File: config.mk
export PLATFORM = sky130hd
export DESIGN_NAME = byte_stack_with_dup_swap_flat
export DESIGN_NICKNAME = d
export VERILOG_FILES = /design/src/rtl/core/bsd_pkg.sv /design/src/rtl/core/bsd_cmd_if.sv /design/src/rtl/core/bsd_rsp_if.sv /design/src/rtl/core/bsd_ram.sv /design/src/rtl/core/byte_stack_with_dup_swap.sv /design/src/flat_wrapper.sv
export SDC_FILE = /design/constraint.sdc
export NUM_CORES = 1
export LEC_CHECK = 0
export BUFFER_PORTS_ARGS = -buffer_cell sky130_fd_sc_hd__buf_2
export CAP_MARGIN = 20
export CORE_UTILIZATION = 50
export CTS_CLUSTER_SIZE = 14
export DETAILED_ROUTE_END_ITERATION = 8
export PLACE_DENSITY = 0.67
export SYNTH_ARGS = -nofsm -noshare
export SYNTH_HDL_FRONTEND = slang
export SYNTH_HIERARCHICAL = 1
export SYNTH_SLANG_ARGS = --single-unit
File: constraint.sdc
create_clock -name clk -period 6.9 [get_ports clk]
set_input_delay 0.345 -clock clk [delete_from_list [all_inputs] [get_ports clk]]
set_output_delay 0.345 -clock clk [all_outputs]
set_load 0.05 [all_outputs]
File: src/rtl/core/bsd_pkg.sv
// ----------------------------------------------------------------------------
// bsd_pkg: shared types and constants of the byte stack
// Operation and status codes, sequencer states, sizing of the stack store and its count.
// ----------------------------------------------------------------------------
package bsd_pkg;

	localparam int DEPTH   = 16;
	localparam int ADDR_W  = $clog2(DEPTH);
	localparam int CNT_W   = $clog2(DEPTH + 1);
	localparam int DATA_W  = 8;
	localparam int KIND_W  = 3;
	localparam int FILL_W  = 5;

	typedef enum logic [KIND_W-1:0] {
		OP_PUSH  = 3'd0,
		OP_POP   = 3'd1,
		OP_PEEK  = 3'd2,
		OP_CLEAR = 3'd3,
		OP_DUP   = 3'd4,
		OP_SWAP  = 3'd5
	} op_t;

	typedef enum logic [1:0] {
		ST_OK    = 2'd0,
		ST_UNDER = 2'd1,
		ST_OVER  = 2'd2
	} status_t;

	typedef enum logic [2:0] {
		S_IDLE,
		S_RD_TOP,
		S_RD_SEC,
		S_SWAP_WR,
		S_DONE
	} state_t;

endpackage

File: src/rtl/core/bsd_cmd_if.sv
// ----------------------------------------------------------------------------
// bsd_cmd_if: command channel of the byte stack
// One beat carries an operation kind and the byte to push.
// ----------------------------------------------------------------------------
interface bsd_cmd_if;
	logic                        valid;
	logic                        ready;
	logic [bsd_pkg::KIND_W-1:0]  kind;
	logic [bsd_pkg::DATA_W-1:0]  push_value;

	modport source (output valid, output kind, output push_value, input ready);
	modport sink   (input valid, input kind, input push_value, output ready);
endinterface

File: src/rtl/core/bsd_rsp_if.sv
// ----------------------------------------------------------------------------
// bsd_rsp_if: response channel of the byte stack
// One beat carries the byte read, a status and the fill count.
// ----------------------------------------------------------------------------
interface bsd_rsp_if;
	logic                        valid;
	logic                        ready;
	logic [bsd_pkg::DATA_W-1:0]  read_value;
	logic [1:0]                  status;
	logic [bsd_pkg::FILL_W-1:0]  fill_count;

	modport source (output valid, output read_value, output status, output fill_count,
		input ready);
	modport sink   (input valid, input read_value, input status, input fill_count,
		output ready);
endinterface

File: src/rtl/core/bsd_ram.sv
// ----------------------------------------------------------------------------
// bsd_ram: generic simple dual-port RAM
// One write port, one read port, read data registered.
// ----------------------------------------------------------------------------
module bsd_ram #(
	parameter int WIDTH = 8,
	parameter int DEPTH = 16
) (
	input  logic                     clk,
	input  logic                     we,
	input  logic [$clog2(DEPTH)-1:0] waddr,
	input  logic [WIDTH-1:0]         wdata,
	input  logic [$clog2(DEPTH)-1:0] raddr,
	output logic [WIDTH-1:0]         rdata
);

	logic [WIDTH-1:0] mem [DEPTH];

	always_ff @(posedge clk) begin
		if (we) begin
			mem[waddr] <= wdata;
		end
		rdata <= mem[raddr];
	end

endmodule

File: src/rtl/core/byte_stack_with_dup_swap.sv
// ----------------------------------------------------------------------------
// byte_stack_with_dup_swap: bounded LIFO byte stack with dup and swap
// Stack bytes live in a small RAM; a sequencer reads, modifies, writes back.
// ----------------------------------------------------------------------------
// Usage:
//   cmd  : valid/ready beat with kind (push, pop, peek, clear, dup, swap)
//          and push_value. Kinds six and seven are ignored (status ok).
//   rsp  : one beat per command: read_value (top byte of a good pop/peek,
//          else 0), status (ok/underflow/overflow), fill_count after the op.
//   The sequencer goes from IDLE to RD_TOP for pop, peek, dup and swap,
//   then through RD_SEC and SWAP_WR for swap only, and ends in DONE;
//   push, clear, ignored kinds and any failed op go from IDLE straight
//   to DONE.
//   One command is in flight at a time, so a new one is taken only after
//   the previous one has left DONE. The pace is set by the single RAM
//   read port and its registered read data: swap reads two entries, then
//   writes two.
//   The response sits in its own register, so cmd.ready returns as soon as
//   the sequencer is idle even while rsp is stalled; a second finished
//   result waits in the DONE state until the rsp register frees up.
//   Reset clears the count, sequencer and response valid. RAM contents are
//   not cleared; only entries below the count are ever read.
// ----------------------------------------------------------------------------
module byte_stack_with_dup_swap (
	input  logic      clk,
	input  logic      arst_n,
	bsd_cmd_if.sink   cmd,
	bsd_rsp_if.source rsp
);

	bsd_pkg::state_t  state_q, state_d;
	logic [bsd_pkg::CNT_W-1:0]  count_q, count_d;
	logic [bsd_pkg::CNT_W-1:0]  cnt_m1, cnt_m2;
	logic [bsd_pkg::KIND_W-1:0] kind_q, kind_d;
	bsd_pkg::status_t           st_q, st_d, st_new;
	logic [bsd_pkg::DATA_W-1:0] rd_q, rd_d;
	logic [bsd_pkg::DATA_W-1:0] a_q, a_d;

	// response register
	logic                       rsp_vld_q;
	logic [bsd_pkg::DATA_W-1:0] rsp_rd_q;
	bsd_pkg::status_t           rsp_st_q;
	logic [bsd_pkg::FILL_W-1:0] rsp_fill_q;
	logic                       rsp_load;

	// RAM ports
	logic                        ram_we;
	logic [bsd_pkg::ADDR_W-1:0]  ram_waddr, ram_raddr;
	logic [bsd_pkg::DATA_W-1:0]  ram_wdata, ram_rdata;

	assign cnt_m1 = count_q - bsd_pkg::CNT_W'(1);
	assign cnt_m2 = count_q - bsd_pkg::CNT_W'(2);

	bsd_ram #(
		.WIDTH (bsd_pkg::DATA_W),
		.DEPTH (bsd_pkg::DEPTH)
	) u_store (
		.clk   (clk),
		.we    (ram_we),
		.waddr (ram_waddr),
		.wdata (ram_wdata),
		.raddr (ram_raddr),
		.rdata (ram_rdata)
	);

	// status of the incoming command against the current count
	always_comb begin
		st_new = bsd_pkg::ST_OK;
		case (cmd.kind)
			bsd_pkg::OP_PUSH: begin
				if (count_q >= bsd_pkg::CNT_W'(bsd_pkg::DEPTH)) st_new = bsd_pkg::ST_OVER;
			end
			bsd_pkg::OP_POP, bsd_pkg::OP_PEEK: begin
				if (count_q == '0) st_new = bsd_pkg::ST_UNDER;
			end
			bsd_pkg::OP_DUP: begin
				if (count_q == '0)
					st_new = bsd_pkg::ST_UNDER;
				else if (count_q >= bsd_pkg::CNT_W'(bsd_pkg::DEPTH))
					st_new = bsd_pkg::ST_OVER;
			end
			bsd_pkg::OP_SWAP: begin
				if (count_q < bsd_pkg::CNT_W'(2)) st_new = bsd_pkg::ST_UNDER;
			end
			default: st_new = bsd_pkg::ST_OK;
		endcase
	end

	// sequencer: next state, datapath updates, RAM control
	always_comb begin
		state_d   = state_q;
		count_d   = count_q;
		kind_d    = kind_q;
		st_d      = st_q;
		rd_d      = rd_q;
		a_d       = a_q;
		cmd.ready = 1'b0;
		rsp_load  = 1'b0;
		ram_we    = 1'b0;
		ram_waddr = count_q[bsd_pkg::ADDR_W-1:0];
		ram_wdata = cmd.push_value;
		ram_raddr = cnt_m1[bsd_pkg::ADDR_W-1:0];

		case (state_q)
			bsd_pkg::S_IDLE: begin
				cmd.ready = 1'b1;
				if (cmd.valid) begin
					kind_d  = cmd.kind;
					st_d    = st_new;
					rd_d    = '0;
					state_d = bsd_pkg::S_DONE;
					if (st_new == bsd_pkg::ST_OK) begin
						case (cmd.kind)
							bsd_pkg::OP_PUSH: begin
								ram_we  = 1'b1;
								count_d = count_q + bsd_pkg::CNT_W'(1);
							end
							bsd_pkg::OP_CLEAR: count_d = '0;
							bsd_pkg::OP_POP, bsd_pkg::OP_PEEK,
							bsd_pkg::OP_DUP, bsd_pkg::OP_SWAP: state_d = bsd_pkg::S_RD_TOP;
							default: state_d = bsd_pkg::S_DONE;
						endcase
					end
				end
			end
			bsd_pkg::S_RD_TOP: begin
				// top byte arrives from the RAM this cycle
				state_d = bsd_pkg::S_DONE;
				case (kind_q)
					bsd_pkg::OP_POP: begin
						rd_d    = ram_rdata;
						count_d = cnt_m1;
					end
					bsd_pkg::OP_PEEK: rd_d = ram_rdata;
					bsd_pkg::OP_DUP: begin
						ram_we    = 1'b1;
						ram_wdata = ram_rdata;
						count_d   = count_q + bsd_pkg::CNT_W'(1);
					end
					bsd_pkg::OP_SWAP: begin
						a_d       = ram_rdata;
						ram_raddr = cnt_m2[bsd_pkg::ADDR_W-1:0];
						state_d   = bsd_pkg::S_RD_SEC;
					end
					default: state_d = bsd_pkg::S_DONE;
				endcase
			end
			bsd_pkg::S_RD_SEC: begin
				// second byte goes to the top slot
				ram_we    = 1'b1;
				ram_waddr = cnt_m1[bsd_pkg::ADDR_W-1:0];
				ram_wdata = ram_rdata;
				state_d   = bsd_pkg::S_SWAP_WR;
			end
			bsd_pkg::S_SWAP_WR: begin
				ram_we    = 1'b1;
				ram_waddr = cnt_m2[bsd_pkg::ADDR_W-1:0];
				ram_wdata = a_q;
				state_d   = bsd_pkg::S_DONE;
			end
			bsd_pkg::S_DONE: begin
				if (!rsp_vld_q || rsp.ready) begin
					rsp_load = 1'b1;
					state_d  = bsd_pkg::S_IDLE;
				end
			end
			default: state_d = bsd_pkg::S_IDLE;
		endcase
	end

	always_ff @(posedge clk or negedge arst_n) begin
		if (!arst_n) begin
			state_q <= bsd_pkg::S_IDLE;
			count_q <= '0;
		end else begin
			state_q <= state_d;
			count_q <= count_d;
		end
	end

	always_ff @(posedge clk) begin
		kind_q <= kind_d;
		st_q   <= st_d;
		rd_q   <= rd_d;
		a_q    <= a_d;
	end

	always_ff @(posedge clk or negedge arst_n) begin
		if (!arst_n) begin
			rsp_vld_q <= 1'b0;
		end else if (rsp_load) begin
			rsp_vld_q <= 1'b1;
		end else if (rsp.ready) begin
			rsp_vld_q <= 1'b0;
		end
	end

	always_ff @(posedge clk) begin
		if (rsp_load) begin
			rsp_rd_q   <= rd_q;
			rsp_st_q   <= st_q;
			rsp_fill_q <= bsd_pkg::FILL_W'(count_q);
		end
	end

	assign rsp.valid      = rsp_vld_q;
	assign rsp.read_value = rsp_rd_q;
	assign rsp.status     = rsp_st_q;
	assign rsp.fill_count = rsp_fill_q;

	// checks
	a_count_bound: assert property (@(posedge clk) disable iff (!arst_n)
		count_q <= bsd_pkg::CNT_W'(bsd_pkg::DEPTH))
		else $error("stack count beyond depth");

	a_top_nonempty: assert property (@(posedge clk) disable iff (!arst_n)
		state_q == bsd_pkg::S_RD_TOP |-> count_q != '0)
		else $error("top read on empty stack");

	a_swap_two: assert property (@(posedge clk) disable iff (!arst_n)
		state_q == bsd_pkg::S_RD_SEC |-> count_q >= bsd_pkg::CNT_W'(2))
		else $error("swap with fewer than two entries");

	a_fail_zero: assert property (@(posedge clk) disable iff (!arst_n)
		rsp_load && st_q != bsd_pkg::ST_OK |-> rd_q == '0)
		else $error("failed op returns nonzero byte");

	a_load_free: assert property (@(posedge clk) disable iff (!arst_n)
		rsp_load |-> !rsp_vld_q || rsp.ready)
		else $error("response overwritten before taken");

endmodule

File: src/flat_wrapper.sv
// flat-port wrapper written by rule: the top's interface ports become plain ports
module byte_stack_with_dup_swap_flat 
  (clk, arst_n, cmd_valid, cmd_kind, cmd_push_value, cmd_ready, rsp_valid, rsp_read_value, rsp_status, rsp_fill_count, rsp_ready);
  bsd_cmd_if cmd_i ();
  bsd_rsp_if rsp_i ();
  input  logic clk;
  input  logic arst_n;
  input wire logic [$bits(cmd_i.valid)-1:0] cmd_valid;
  input wire logic [$bits(cmd_i.kind)-1:0] cmd_kind;
  input wire logic [$bits(cmd_i.push_value)-1:0] cmd_push_value;
  output wire logic [$bits(cmd_i.ready)-1:0] cmd_ready;
  output wire logic [$bits(rsp_i.valid)-1:0] rsp_valid;
  output wire logic [$bits(rsp_i.read_value)-1:0] rsp_read_value;
  output wire logic [$bits(rsp_i.status)-1:0] rsp_status;
  output wire logic [$bits(rsp_i.fill_count)-1:0] rsp_fill_count;
  input wire logic [$bits(rsp_i.ready)-1:0] rsp_ready;
  assign cmd_i.valid = cmd_valid;
  assign cmd_i.kind = cmd_kind;
  assign cmd_i.push_value = cmd_push_value;
  assign cmd_ready = cmd_i.ready;
  assign rsp_valid = rsp_i.valid;
  assign rsp_read_value = rsp_i.read_value;
  assign rsp_status = rsp_i.status;
  assign rsp_fill_count = rsp_i.fill_count;
  assign rsp_i.ready = rsp_ready;
  byte_stack_with_dup_swap u_core (.clk(clk), .arst_n(arst_n), .cmd(cmd_i), .rsp(rsp_i));
endmodule
==> run summary <==
The flow ran to the end, and the final reports show no timing, DRC or antenna violations. The number of detailed-routing iterations run before antenna repair was 5; the detailed-route DRC error count was 0. The yosys synthesis warning count was 6. Most frequent cell after synthesis: edfxtp_1. The horizontal die dimension is 124.1 um, and the clock skew after layout is 0.01088 ns. The length in cells of the worst reg-to-reg path was 4.

The leakage power summed over all cells was 2.886 nW; the wire length reported by the detailed router was 14.42 mm. The routed length per instance works out to 22.01 um. The number of port buffers is 31. In the final routing, the length of wire on met1 measures 5.891 mm. At the placement stage, the worst setup path has a slack of 3.388 ns. The critical path ends at u_core/u_store/mem[0][6]$_DFFE_PP_. Maximum net fanout on the critical path: 15.

In this run the worst hold path is classified as input port to flip-flop. The count of different cell masters after synthesis was 54. Summed over all instances, the cell type with the most area after synthesis is edfxtp_1.

Across all setup checks in the final design, the least slack found is 3.316 ns. Number of flip-flops and latches in the synthesized netlist: 181. The setup path with the least slack is of type flip-flop to flip-flop. The final count of hold timing violations was 0; the power density over the cells was 432.4 nW/um^2. The layout has 1,122 filler cells. Measured against its own limit, the worst slew margin works out to 26.47%. The tools report the residual antenna-violating net count after detailed routing as 0.

The worst reg2reg path endpoint is u_core/u_store/mem[0][6]$_DFFE_PP_. The final critical path takes up 51.95% of the cycle. The fraction of registers with async set/reset came out at 4.972%. The net count after synthesis is 441, and the cell count after synthesis is 421. The first global-routing pass estimated 22.12 mm of wire. For the number of global-route vias before repair, the log shows 3,845. The total area inside the core boundary comes to 14,530 um^2.

The slew at the pin closest to its max-slew limit is 1.095 ns. The synthesized design contains 164 enable-type register cells. The count of H-tree levels built during CTS came out at 4. Cells with a size suffix above 1 make up 18.47% of the layout. The commonest cells after synthesis are edfxtp_1 (164), a22oi_1 (18), mux4_2 (18), nand2_1 (18), nor2_1 (18). The final critical path time including I/O delays and setup came out at 3.584 ns. For the worst-skew pair, the clock arrives at the later sink with an insertion delay of 0.42 ns. The peak ir drop on the vdd network is 0.3233 mV.

The most common flop cell mapped by yosys was edfxtp_1. The overall overflow remaining after global route was 0; the area occupied by multi-input gates was 1983 um^2. For the effective utilization at floorplan, the log shows 51.30%. Via count: 3,918. Tracing the worst setup path back leads to its startpoint at u_core/state_q[0]$_DFFE_PN0P_.

Sequential cells were found to cover 71.22% of the synthesized design area. After detailed routing, the number of vias per cell comes to 5.982. The run gives 6.94 ns as the required time of the critical path. In this run the post-CTS setup repair buffer count came out at 0. Setup violations remaining at the end of the flow were counted as 0. After detailed routing, no signal wire sits above met4. Maximum number of pins on one net before global-route repair: 33.

In the global route stage, overall resource usage came out at 20.47%. The run gives 0 as the number of antenna repair diodes. In the post-synthesis netlist, the biggest area contributors are edfxtp_1 (66%), mux4_2 (5.4%), mux4_1 (4.9%), dfrtp_1 (3.0%), dfxtp_1 (2.1%).

Setup total negative slack on the finished layout was measured at 0 ns. The run gives 9.303 mm as the HPWL after detailed placement. The buffer cell driving the clock tree root was clkbuf_16. The floorplan step defined a die boundary enclosing 15,400 um^2. The number of antenna violations at the first check in global routing is 0.

The tools report the startpoint of the worst-slack reg-to-reg timing path as u_core/state_q[0]$_DFFE_PN0P_. The maximum clock rate was 279.0 MHz. The routed design uses 1.093 mm of met3 wire. Routability-driven placement finished with a final weighted congestion of 0.8958. The clock tree buffer depth is 2.

The data arrival time of the worst path is 3.62 ns. The footprint of the flip-flops and latches was 5310 um^2. The average footprint of a synthesized cell is 17.71 um^2, and the area share of the largest cell type after synthesis is 66.05%. The number of placed I/O pins is 32. Compared with the post-synthesis result, the final layout area differs by 11.24%.

TritonCTS built the clock tree. The floorplan has 44 rows. Setup repair after global routing left no endpoint under its margin.

After clock tree synthesis, the clock-pin slew on the worst setup and hold paths is 0.06 ns. Across the run, the number of max-cap violations was 0. Clock tree synthesis found a total of 181 sinks.

The total standard cell area after synthesis came out at 7456 um^2. The number of max-slew violations in the final report was 0. The kind of start point of the critical path is a flip-flop.

STA classifies the critical path endpoint as a flip-flop. The die is 124.1 um tall. The worst register-to-register path has a setup slack of 3.32 ns. The tools report the initial detailed-routing violation count as 410. For the clock buffer count from CTS, the log shows 17. The net count of the finished layout is 479. After detailed routing, the met2 layer carries 7.087 mm of wire.
==> cell type report <==
| class | instances | area share, % |
|---|---|---|
| Tap cell | 184 | 2.776 |
| Clock buffer | 18 | 5.174 |
| Clock inverter | 13 | 1.086 |
| Timing Repair Buffer | 39 | 2.625 |
| Sequential cell | 181 | 64.02 |
| Multi-Input combinational cell | 211 | 23.91 |
| Inverter | 9 | 0.4073 |
==> kinds of logic after synthesis <==
kind of cell | after synthesis | share of synthesized area [%]
buf+inv | 29 | 2.333
flops | 181 | 71.22
fa+ha+maj | 5 | 0.8391
compound gates | 68 | 6.763
mux | 35 | 10.84
xor+xnor | 8 | 0.9398
simple gates | 95 | 7.065
==> timing repair <==
| action | 4_1_cts | 5_1_grt |
|---|---|---|
| endpoints found under the hold margin | 9 | 0 |
| gates resized for setup | 0 | 0 |
| hold buffers | 1 | 0 |
| setup endpoints to repair | 0 | 0 |
==> worst min-delay path by stage <==
stage | start | endpoint | cells past startpoint
after detailed placement | arst_n | u_core/count_q[4]$_DFFE_PN0P_ | 1
after global routing | cmd_kind[2] | u_core/kind_q[2]$_DFFE_PP_ | 1
after global placement | arst_n | u_core/count_q[4]$_DFFE_PN0P_ | 1
after floorplan | arst_n | u_core/count_q[0]$_DFFE_PN0P_ | 0
final | cmd_kind[2] | u_core/kind_q[2]$_DFFE_PP_ | 1
after CTS | cmd_kind[2] | u_core/kind_q[2]$_DFFE_PP_ | 1
==> power breakdown <==
part           internal [mW]  switching (mW)  leakage (nW)
registers               1.40          0.0977          1.68
logic                  0.470           0.759         0.952
clock network          0.486           0.377         0.259
==> routing by layer <==
layer	global-route usage, %	vias to the layer above
li1	-	1775
met1	27.70	1960
met2	31.70	166
met3	5.540	17
met4	7.738	0
met5	0	-
==> cell usage in the layout (no fill, tap or decap), types with 8 or more instances in the layout <==
cell type and n:
edfxtp_1 164, buf_2 31, nand2_1 18, a22oi_1 18, nor2_1 18, mux4_2 18
clkbuf_16 17, mux4_1 14, and2_1 11, inv_1 9, nor3_1 9, a21o_1 9
dfrtp_1 9, o21ai_0 8, a22o_1 8, dfxtp_1 8
==> metrics by stage <==
stage          cells  hold WS (ns)  area [um^2]  util [%]  total power [mW]
2_1_floorplan    421       0.04941         7456         -             2.436
3_3_place_gp     622        0.2260         7757     53.37             2.720
3_5_place_dp     622        0.2269         7757     53.37             2.742
4_1_cts          654        0.2125         8287     57.02             3.601
5_1_grt          655        0.2263         8294     57.07             3.777
6_report         655        0.2227         8294     57.07             3.587
==> sequential cells by signal (all words and copies together), names as in the netlist <==
name                   count
u_core/a_q                 8
u_core/count_q             5
u_core/kind_q              3
u_core/rd_q                8
u_core/rsp.fill_count      5
u_core/rsp.read_value      8
u_core/rsp.status          2
u_core/rsp.valid           1
u_core/st_q                2
u_core/state_q             3
u_core/u_store/mem       128
u_core/u_store/rdata       8
==> worst max-delay path, stage by stage (launching register included) <==
cell and delay, ns:
dfrtp_1 0.53, or4b_1 0.69, o31ai_1 0.58, or3b_2 0.54, nor3_1 0.85
Power figures use the tool's default switching activity.
